<file path="src/hw/rtl/fbpa_pkg.sv">
// ----------------------------------------------------------------------------
// fbpa_pkg
// Shared widths, codes and controller interface types for the fixed-size
// block pool allocator.
// ----------------------------------------------------------------------------
package fbpa_pkg;

    localparam int KIND_W      = 1;
    localparam int SIZE_W      = 16;
    localparam int ADDR_W      = 20;
    localparam int STATUS_W    = 3;
    localparam int BS_W        = 11;
    localparam int BPB_W       = 7;
    localparam int CFG_DATA_W  = 11;
    localparam int CFG_INDEX_W = 1;
    localparam int BSIZE_W     = 12;
    localparam int SIZE_ALIGN  = 16;
    localparam int ADDR_SPACE  = 1 << ADDR_W;

    localparam logic [BS_W-1:0]  BLOCK_SIZE_RESET    = 11'd16;
    localparam logic [BPB_W-1:0] BUFFER_BLOCKS_RESET = 7'd4;

    localparam logic [KIND_W-1:0] KIND_ALLOC = 1'b0;
    localparam logic [KIND_W-1:0] KIND_FREE  = 1'b1;

    localparam logic [CFG_INDEX_W-1:0] CFG_BLOCK_SIZE    = 1'b0;
    localparam logic [CFG_INDEX_W-1:0] CFG_BUFFER_BLOCKS = 1'b1;

    typedef enum logic [STATUS_W-1:0] {
        ST_OK          = 3'd0,
        ST_TOO_LARGE   = 3'd1,
        ST_EXHAUSTED   = 3'd2,
        ST_DOUBLE_FREE = 3'd3,
        ST_FOREIGN     = 3'd4
    } status_t;

    typedef enum logic [3:0] {
        S_IDLE,
        S_GEOM,
        S_CHECK,
        S_GROW,
        S_POP,
        S_POP_TAKE,
        S_MUL,
        S_SUM,
        S_DIV_K,
        S_LOAD_S,
        S_DIV_S,
        S_MAP_READ,
        S_FREE_CHECK,
        S_DONE
    } state_t;

    typedef struct packed {
        logic    load;
        logic    geom;
        logic    div_load_k;
        logic    div_step;
        logic    load_s;
        logic    grow_push;
        logic    pop;
        logic    pop_take;
        logic    mul;
        logic    sum;
        logic    map_read;
        logic    free_push;
        logic    set_status;
        status_t status_code;
        logic    emit;
    } cmd_t;

    typedef struct packed {
        logic is_free_op;
        logic too_large;
        logic stack_empty;
        logic pool_full;
        logic foreign;
        logic grow_last;
        logic div_last;
        logic misaligned;
        logic block_free;
        logic out_ready;
    } stat_t;

endpackage

</file>
<file path="src/hw/rtl/fbpa_ctrl.sv">
// ----------------------------------------------------------------------------
// fbpa_ctrl
// Sequencer for the allocator: walks one request at a time through pool
// growth, stack pop and address build, or through the free-address divider
// and free-map check.
// ----------------------------------------------------------------------------
module fbpa_ctrl
(
    input  logic           clk,
    input  logic           rst_n,
    input  logic           in_valid,
    output logic           in_stall,
    input  fbpa_pkg::stat_t stat,
    output fbpa_pkg::cmd_t  cmd
);
    import fbpa_pkg::*;

    state_t state_reg;
    state_t state_next;

    always_ff @(posedge clk or negedge rst_n)
    begin
        if (!rst_n)
        begin
            state_reg <= S_IDLE;
        end
        else
        begin
            state_reg <= state_next;
        end
    end

    always_comb
    begin
        state_next = state_reg;
        case (state_reg)
            S_IDLE:
            begin
                if (in_valid)
                begin
                    state_next = S_GEOM;
                end
            end
            S_GEOM:
            begin
                state_next = S_CHECK;
            end
            S_CHECK:
            begin
                if (stat.is_free_op)
                begin
                    state_next = stat.foreign ? S_DONE : S_DIV_K;
                end
                else if (stat.too_large)
                begin
                    state_next = S_DONE;
                end
                else if (stat.stack_empty)
                begin
                    state_next = stat.pool_full ? S_DONE : S_GROW;
                end
                else
                begin
                    state_next = S_POP;
                end
            end
            S_GROW:
            begin
                if (stat.grow_last)
                begin
                    state_next = S_POP;
                end
            end
            S_POP:
            begin
                state_next = S_POP_TAKE;
            end
            S_POP_TAKE:
            begin
                state_next = S_MUL;
            end
            S_MUL:
            begin
                state_next = S_SUM;
            end
            S_SUM:
            begin
                state_next = S_DONE;
            end
            S_DIV_K:
            begin
                if (stat.div_last)
                begin
                    state_next = S_LOAD_S;
                end
            end
            S_LOAD_S:
            begin
                state_next = S_DIV_S;
            end
            S_DIV_S:
            begin
                if (stat.div_last)
                begin
                    state_next = S_MAP_READ;
                end
            end
            S_MAP_READ:
            begin
                state_next = stat.misaligned ? S_DONE : S_FREE_CHECK;
            end
            S_FREE_CHECK:
            begin
                state_next = S_DONE;
            end
            S_DONE:
            begin
                if (stat.out_ready)
                begin
                    state_next = S_IDLE;
                end
            end
            default:
            begin
                state_next = S_IDLE;
            end
        endcase
    end

    always_comb
    begin
        cmd             = '0;
        cmd.status_code = ST_OK;
        in_stall        = 1'b1;
        case (state_reg)
            S_IDLE:
            begin
                in_stall = 1'b0;
                cmd.load = in_valid;
            end
            S_GEOM:
            begin
                cmd.geom = 1'b1;
            end
            S_CHECK:
            begin
                if (stat.is_free_op)
                begin
                    if (stat.foreign)
                    begin
                        cmd.set_status  = 1'b1;
                        cmd.status_code = ST_FOREIGN;
                    end
                    else
                    begin
                        cmd.div_load_k = 1'b1;
                    end
                end
                else if (stat.too_large)
                begin
                    cmd.set_status  = 1'b1;
                    cmd.status_code = ST_TOO_LARGE;
                end
                else if (stat.stack_empty && stat.pool_full)
                begin
                    cmd.set_status  = 1'b1;
                    cmd.status_code = ST_EXHAUSTED;
                end
            end
            S_GROW:
            begin
                cmd.grow_push = 1'b1;
            end
            S_POP:
            begin
                cmd.pop = 1'b1;
            end
            S_POP_TAKE:
            begin
                cmd.pop_take = 1'b1;
            end
            S_MUL:
            begin
                cmd.mul = 1'b1;
            end
            S_SUM:
            begin
                cmd.sum         = 1'b1;
                cmd.set_status  = 1'b1;
                cmd.status_code = ST_OK;
            end
            S_DIV_K:
            begin
                cmd.div_step = 1'b1;
            end
            S_LOAD_S:
            begin
                cmd.load_s = 1'b1;
            end
            S_DIV_S:
            begin
                cmd.div_step = 1'b1;
            end
            S_MAP_READ:
            begin
                if (stat.misaligned)
                begin
                    cmd.set_status  = 1'b1;
                    cmd.status_code = ST_FOREIGN;
                end
                else
                begin
                    cmd.map_read = 1'b1;
                end
            end
            S_FREE_CHECK:
            begin
                cmd.set_status = 1'b1;
                if (stat.block_free)
                begin
                    cmd.status_code = ST_DOUBLE_FREE;
                end
                else
                begin
                    cmd.free_push   = 1'b1;
                    cmd.status_code = ST_OK;
                end
            end
            S_DONE:
            begin
                cmd.emit = stat.out_ready;
            end
            default:
            begin
                in_stall = 1'b1;
            end
        endcase
    end

endmodule

</file>
<file path="config.mk">
export PLATFORM = sky130hd
export DESIGN_NAME = fbpa_ctrl
export DESIGN_NICKNAME = d
export VERILOG_FILES = /design/src/hw/rtl/fbpa_pkg.sv /design/src/hw/rtl/fbpa_ctrl.sv
export SDC_FILE = /design/constraint.sdc
export NUM_CORES = 1
export LEC_CHECK = 0
export BUFFER_PORTS_ARGS = -buffer_cell sky130_fd_sc_hd__buf_2
export CORE_MARGIN = 2
export CORE_UTILIZATION = 38
export DETAILED_ROUTE_END_ITERATION = 8
export PLACE_DENSITY = 0.73
export SLEW_MARGIN = 20
export SYNTH_ARGS = -nofsm -noshare
export SYNTH_HDL_FRONTEND = slang
export SYNTH_SLANG_ARGS = --single-unit
</file>
<file path="constraint.sdc">
create_clock -name clk -period 1.3 [get_ports clk]
set_clock_uncertainty 0.1 [all_clocks]
set_input_delay 0 -clock clk [delete_from_list [all_inputs] [get_ports clk]]
set_output_delay 0 -clock clk [all_outputs]
set_load 0.02 [all_outputs]
</file>
==> qor.txt, run 1 <==
area share of the largest cell type after synthesis - 0.1839
I/O Pins - 31
Num CTS Buffers - 3
placed insts - 144
CTS H-tree depth - 1
EDFF count, synth - 0
Synth top cells by count - nor3_1 (11), nor2_1 (10), nand2_1 (8), inv_1 (6)
Avg Inst Size Synth - 6.637 µm²
Yosys warning total - 0
Halt Stage - global routing (5_1_grt)
root buffer cell - clkbuf_4
Placer Congestion - 0.9218
Syn Inst Count - 82
Yosys reg bits - 4
largest net degree at the start of global routing - 9
leading area contributor after synthesis - dfrtp_1
WEP type - top-level output
Worst EP post-GRT repair - cmd[4]
XOR/XNOR share of the synthesized area - 0
register area share after synthesis - 0.1839
First Err - [ERROR DPL-0038] Utilization greater than 100%, impossible to legalize
Netlist cell types - 33
Initial Utilization - 0.4131
status - aborted with a tool error
die height - 41.85 µm
post-synthesis mux area share - 0
Async SR Flop Fraction - 1.000
Main synth FF type - dfrtp_1
port buffer count - 30
Post-Syn Nets - 95
most common cell in the netlist - nor3_1
synthesized-area fraction occupied by adder cells - 0
clock sink count - 4
Post-Syn Area - 544.3 µm²
die span in x - 41.85 µm
Std-Cell Rows - 13
dpl hpwl - 1.491 mm
Bufs on Longest Clock Path - 2
top post-synthesis cells by area - dfrtp_1 (18%), nor3_1 (10%), nor2_1 (6.9%), nand2_1 (5.5%), nand2b_1 (4.6%)
Area after DPL - 860.8 µm²
largest family of logic cells by synthesized area - simple AND/OR/NAND/NOR gates
post-synthesis compound-gate area fraction - 0.2437
Synth Area in Simple Gates - 0.4598
## logic make-up after synthesis
kind of cell / count (synthesis)
and+or+nand+nor: 47
buffers and inverters: 12
AOI/OAI and AO/OA: 19
DFF: 4
## what timing repair did
action / CTS
pin swaps: 8
resized for setup: 59
buffers inserted: 10
hold buffers: 2
endpoints found under the setup margin: 22
hold endpoints to repair: 4
## stage by stage
| step | utilization | setup WS, ns | TNS, ns |
|---|---|---|---|
| 2_1_floorplan | - | -0.06334 | -0.1457 |
| 3_3_place_gp | 0.6534 | -0.1531 | -0.8229 |
| 3_5_place_dp | 0.6534 | -0.1903 | -1.110 |
| 4_1_cts | 0.8841 | -0.1861 | -2.962 |
==> run 2: changes to the inputs <==
--- a/config.mk
+++ b/config.mk
@@ -6,10 +6,10 @@
 export NUM_CORES = 1
 export LEC_CHECK = 0
 export BUFFER_PORTS_ARGS = -buffer_cell sky130_fd_sc_hd__buf_2
-export CORE_MARGIN = 2
-export CORE_UTILIZATION = 38
+export CORE_AREA = 2 2 63 65
 export DETAILED_ROUTE_END_ITERATION = 8
-export PLACE_DENSITY = 0.73
+export DIE_AREA = 0 0 65 67
+export PLACE_DENSITY_LB_ADDON = 0.15
 export SLEW_MARGIN = 20
 export SYNTH_ARGS = -nofsm -noshare
 export SYNTH_HDL_FRONTEND = slang
==> constraint.sdc (replaced) <==
create_clock -name clk -period 1.69 [get_ports clk]
set_clock_uncertainty 0.1 [all_clocks]
set_input_delay 0 -clock clk [delete_from_list [all_inputs] [get_ports clk]]
set_output_delay 0 -clock clk [all_outputs]
set_load 0.02 [all_outputs]
==> run 2 against run 1 <==
Net effect: the run now ends clean; synthesized cell count unchanged; synthesized area is the same.
==> qor.txt, run 2 <==
I/O Pins - 31
Std-Cell Rows - 22
die height - 67 µm
post-synthesis mux area share - 0
vias in the first global route - 661
layout cell share with drive strength beyond 1 - 0.3983
CTS H-tree depth - 1
Sw Pwr - 0.7779 mW
Post-Syn Nets - 95
Num CTS Buffers - 3
Remaining DRCs - 0
First DRT Iteration DRCs - 15
Async SR Flop Fraction - 1.000
total wire length - 1.969 mm
dpl hpwl - 1.578 mm
final max-slew violation count - 0
Synth top cells by count - nor3_1 (11), nor2_1 (10), nand2_1 (8), inv_1 (6)
CP startpoint kind - flip-flop
Avg Inst Size Synth - 6.637 µm²
commonest cells after routing, fill and taps aside - buf_2 (29), nor3_1 (11), nor2_1 (10)
clock share of power - 0.132
Hold EP - state_reg[2]
Largest register FFs - 4
die span in x - 65 µm
clock sink count - 4
first-pass GRT wire length - 3.084 mm
Syn Inst Count - 82
Routed Antenna Nets - 0
Post-Syn Area - 544.3 µm²
fmax - 0.6226 GHz
core area - 0.003606 mm²
leading area contributor after synthesis - dfrtp_1
largest net degree at the start of global routing - 14
Bufs on Longest Clock Path - 2
Post-layout nets - 133
multi-input logic area - 382.9 µm²
clock slew at reported path FFs - 0.03 ns
synthesized-area fraction occupied by adder cells - 0
largest family of logic cells by synthesized area - simple AND/OR/NAND/NOR gates
Hold WS - 0.02406 ns
r2r endpoint - state_reg[1]
most common cell in the netlist - nor3_1
max-cap violation count - 0
crit-path max FO - 6
DRT Pass-1 Iters - 4
area share of the largest cell type after synthesis - 0.1839
port buffer count - 30
DIE AREA - 0.004355 mm²
root buffer cell - clkbuf_8
XOR/XNOR share of the synthesized area - 0
Skew-Pair Late Insertion Delay - 0.22 ns
Area after DPL - 768.2 µm²
Period Utilization, post-route - 0.9504
Internal - 0.7452 mW
register area share after synthesis - 0.1839
register area - 103.9 µm²
top post-synthesis cells by area - dfrtp_1 (18%), nor3_1 (10%), nor2_1 (6.9%), nand2_1 (5.5%), nand2b_1 (4.6%)
Fin. Hold Viols - 0
final critical-path required period - 1.606 ns
Setup CP Type - flip-flop to output port
via count - 706
CP Data Arrival Time - 1.51 ns
leading cell type in the layout, fill and taps excluded - buf_2
gr usage total - 0.09337
RR Startpoint - state_reg[0]
Yosys reg bits - 4
Worst VDD drop - 0.0004201 V
Synth Area in Simple Gates - 0.4598
WHS Path Cells - 4
r2r setup slk - 0.14 ns
fill cell count - 400
Main synth FF type - dfrtp_1
vias per cell - 4.253
antenna violations before repair - 0
Yosys warning total - 0
min-delay worst type - input pin to flip-flop
total gr overflow - 0
Netlist cell types - 33
hold path start - stat[0]
measured slew at the worst slew-check pin - 0.4443 ns
dpl ws - 0.09590 ns
P_leak - 0.4026 nW
Initial Utilization - 0.1509
setup violators final - 0
Net Sw Frac - 0.5107
EDFF count, synth - 0
average wire per standard cell - 11.86 µm
unrepaired setup endpoints after global routing - yes
Crit. End Element - output port
Required @ worst endpoint - 1.59 ns
final worst slack - 0.08385 ns
Placer Congestion - 0.7928
status - finished clean
ANT cells - 0
Max-slew headroom - 0.6996
combinational fraction of design power - 0.681
part of the power in registers - 0.187
pwr dens - 1828 mW/mm²
area grow syn2layout - 53.10%
FF-to-FF path depth - 5
fin area - 833.3 µm²
TritonCTS clock tree - built
post-synthesis compound-gate area fraction - 0.2437
## run 2: cell counts after synthesis
Identical to the previous run, type by type.
## run 2: power by group through the flow
stage               sequential (mW)  clock (mW)  combinational [mW]
floorplan                     0.187           0               0.770
global placement              0.302           0                1.01
detailed placement            0.301           0               0.989
CTS                           0.277       0.205                1.04
global route                  0.300       0.210                1.16
finish                        0.285       0.200                1.04
## run 2: worst max-delay path, stage by stage, from the launching register on
cell	delay (ns)
dfrtp_2	0.40
buf_4	0.15
buf_4	0.15
nor3b_1	0.19
a31oi_1	0.06
nor3_1	0.15
buf_2	0.19
## run 2: routing by layer
layer,vias to the layer above,part of all wire,routed length [µm],GRT usage
met5,-,0,0,0
met1,312,0.48,949,0.1323
met2,20,0.46,899,0.1379
li1,372,-,-,-
met3,2,0.052,103,0.01351
met4,0,0.0086,17,0.04255
## run 2: timing repair
action / 4_1_cts / 5_1_grt
hold endpoints to repair: 4 / 0
setup buffers: 1 / 0
endpoints found under the setup margin: 2 / 8
cloned: 0 / 0
resized for setup: 1 / 4
hold buffers: 1 / 0
## run 2: kinds of logic (layout without fill, tap and decap cells)
logic type,count (synthesis),count (layout)
DFF,4,4
buffers and inverters,12,48
and+or+nand+nor,47,47
AOI/OAI and AO/OA,19,19
## run 2: layout make-up
| type | instances | share of cell area |
|---|---|---|
| well taps | 48 | 0.07207 |
| repair buffers | 39 | 0.2673 |
| inverters | 6 | 0.02703 |
| flip-flops and latches | 4 | 0.1246 |
| multi-input cells | 66 | 0.4595 |
| clock buffers | 3 | 0.04955 |
## run 2: worst max path at each step
stage	startpoint	end	slack, ns	cells after the start
finish	state_reg[0]	cmd[3]	0.08	6
global route	state_reg[2]	cmd[4]	-0.02	5
CTS	state_reg[3]	cmd[3]	0.0004	5
detailed placement	state_reg[2]	state_reg[1]	0.1	5
global placement	state_reg[2]	state_reg[1]	0.1	5
floorplan	state_reg[3]	cmd[3]	0.18	5
## run 2: through the flow
stage / cells / total power, mW / utilization / setup TNS [ns]
final: 166 / 1.523 / 0.2311 / 0
after global routing: 166 / 1.675 / 0.2311 / -0.01747
after CTS: 166 / 1.523 / 0.2297 / 0
after detailed placement: 161 / 1.290 / 0.2130 / 0
after global placement: 161 / 1.308 / 0.2130 / 0
after floorplan: 82 / 0.9572 / - / 0
No activity file was read; power rests on OpenSTA's default activity.
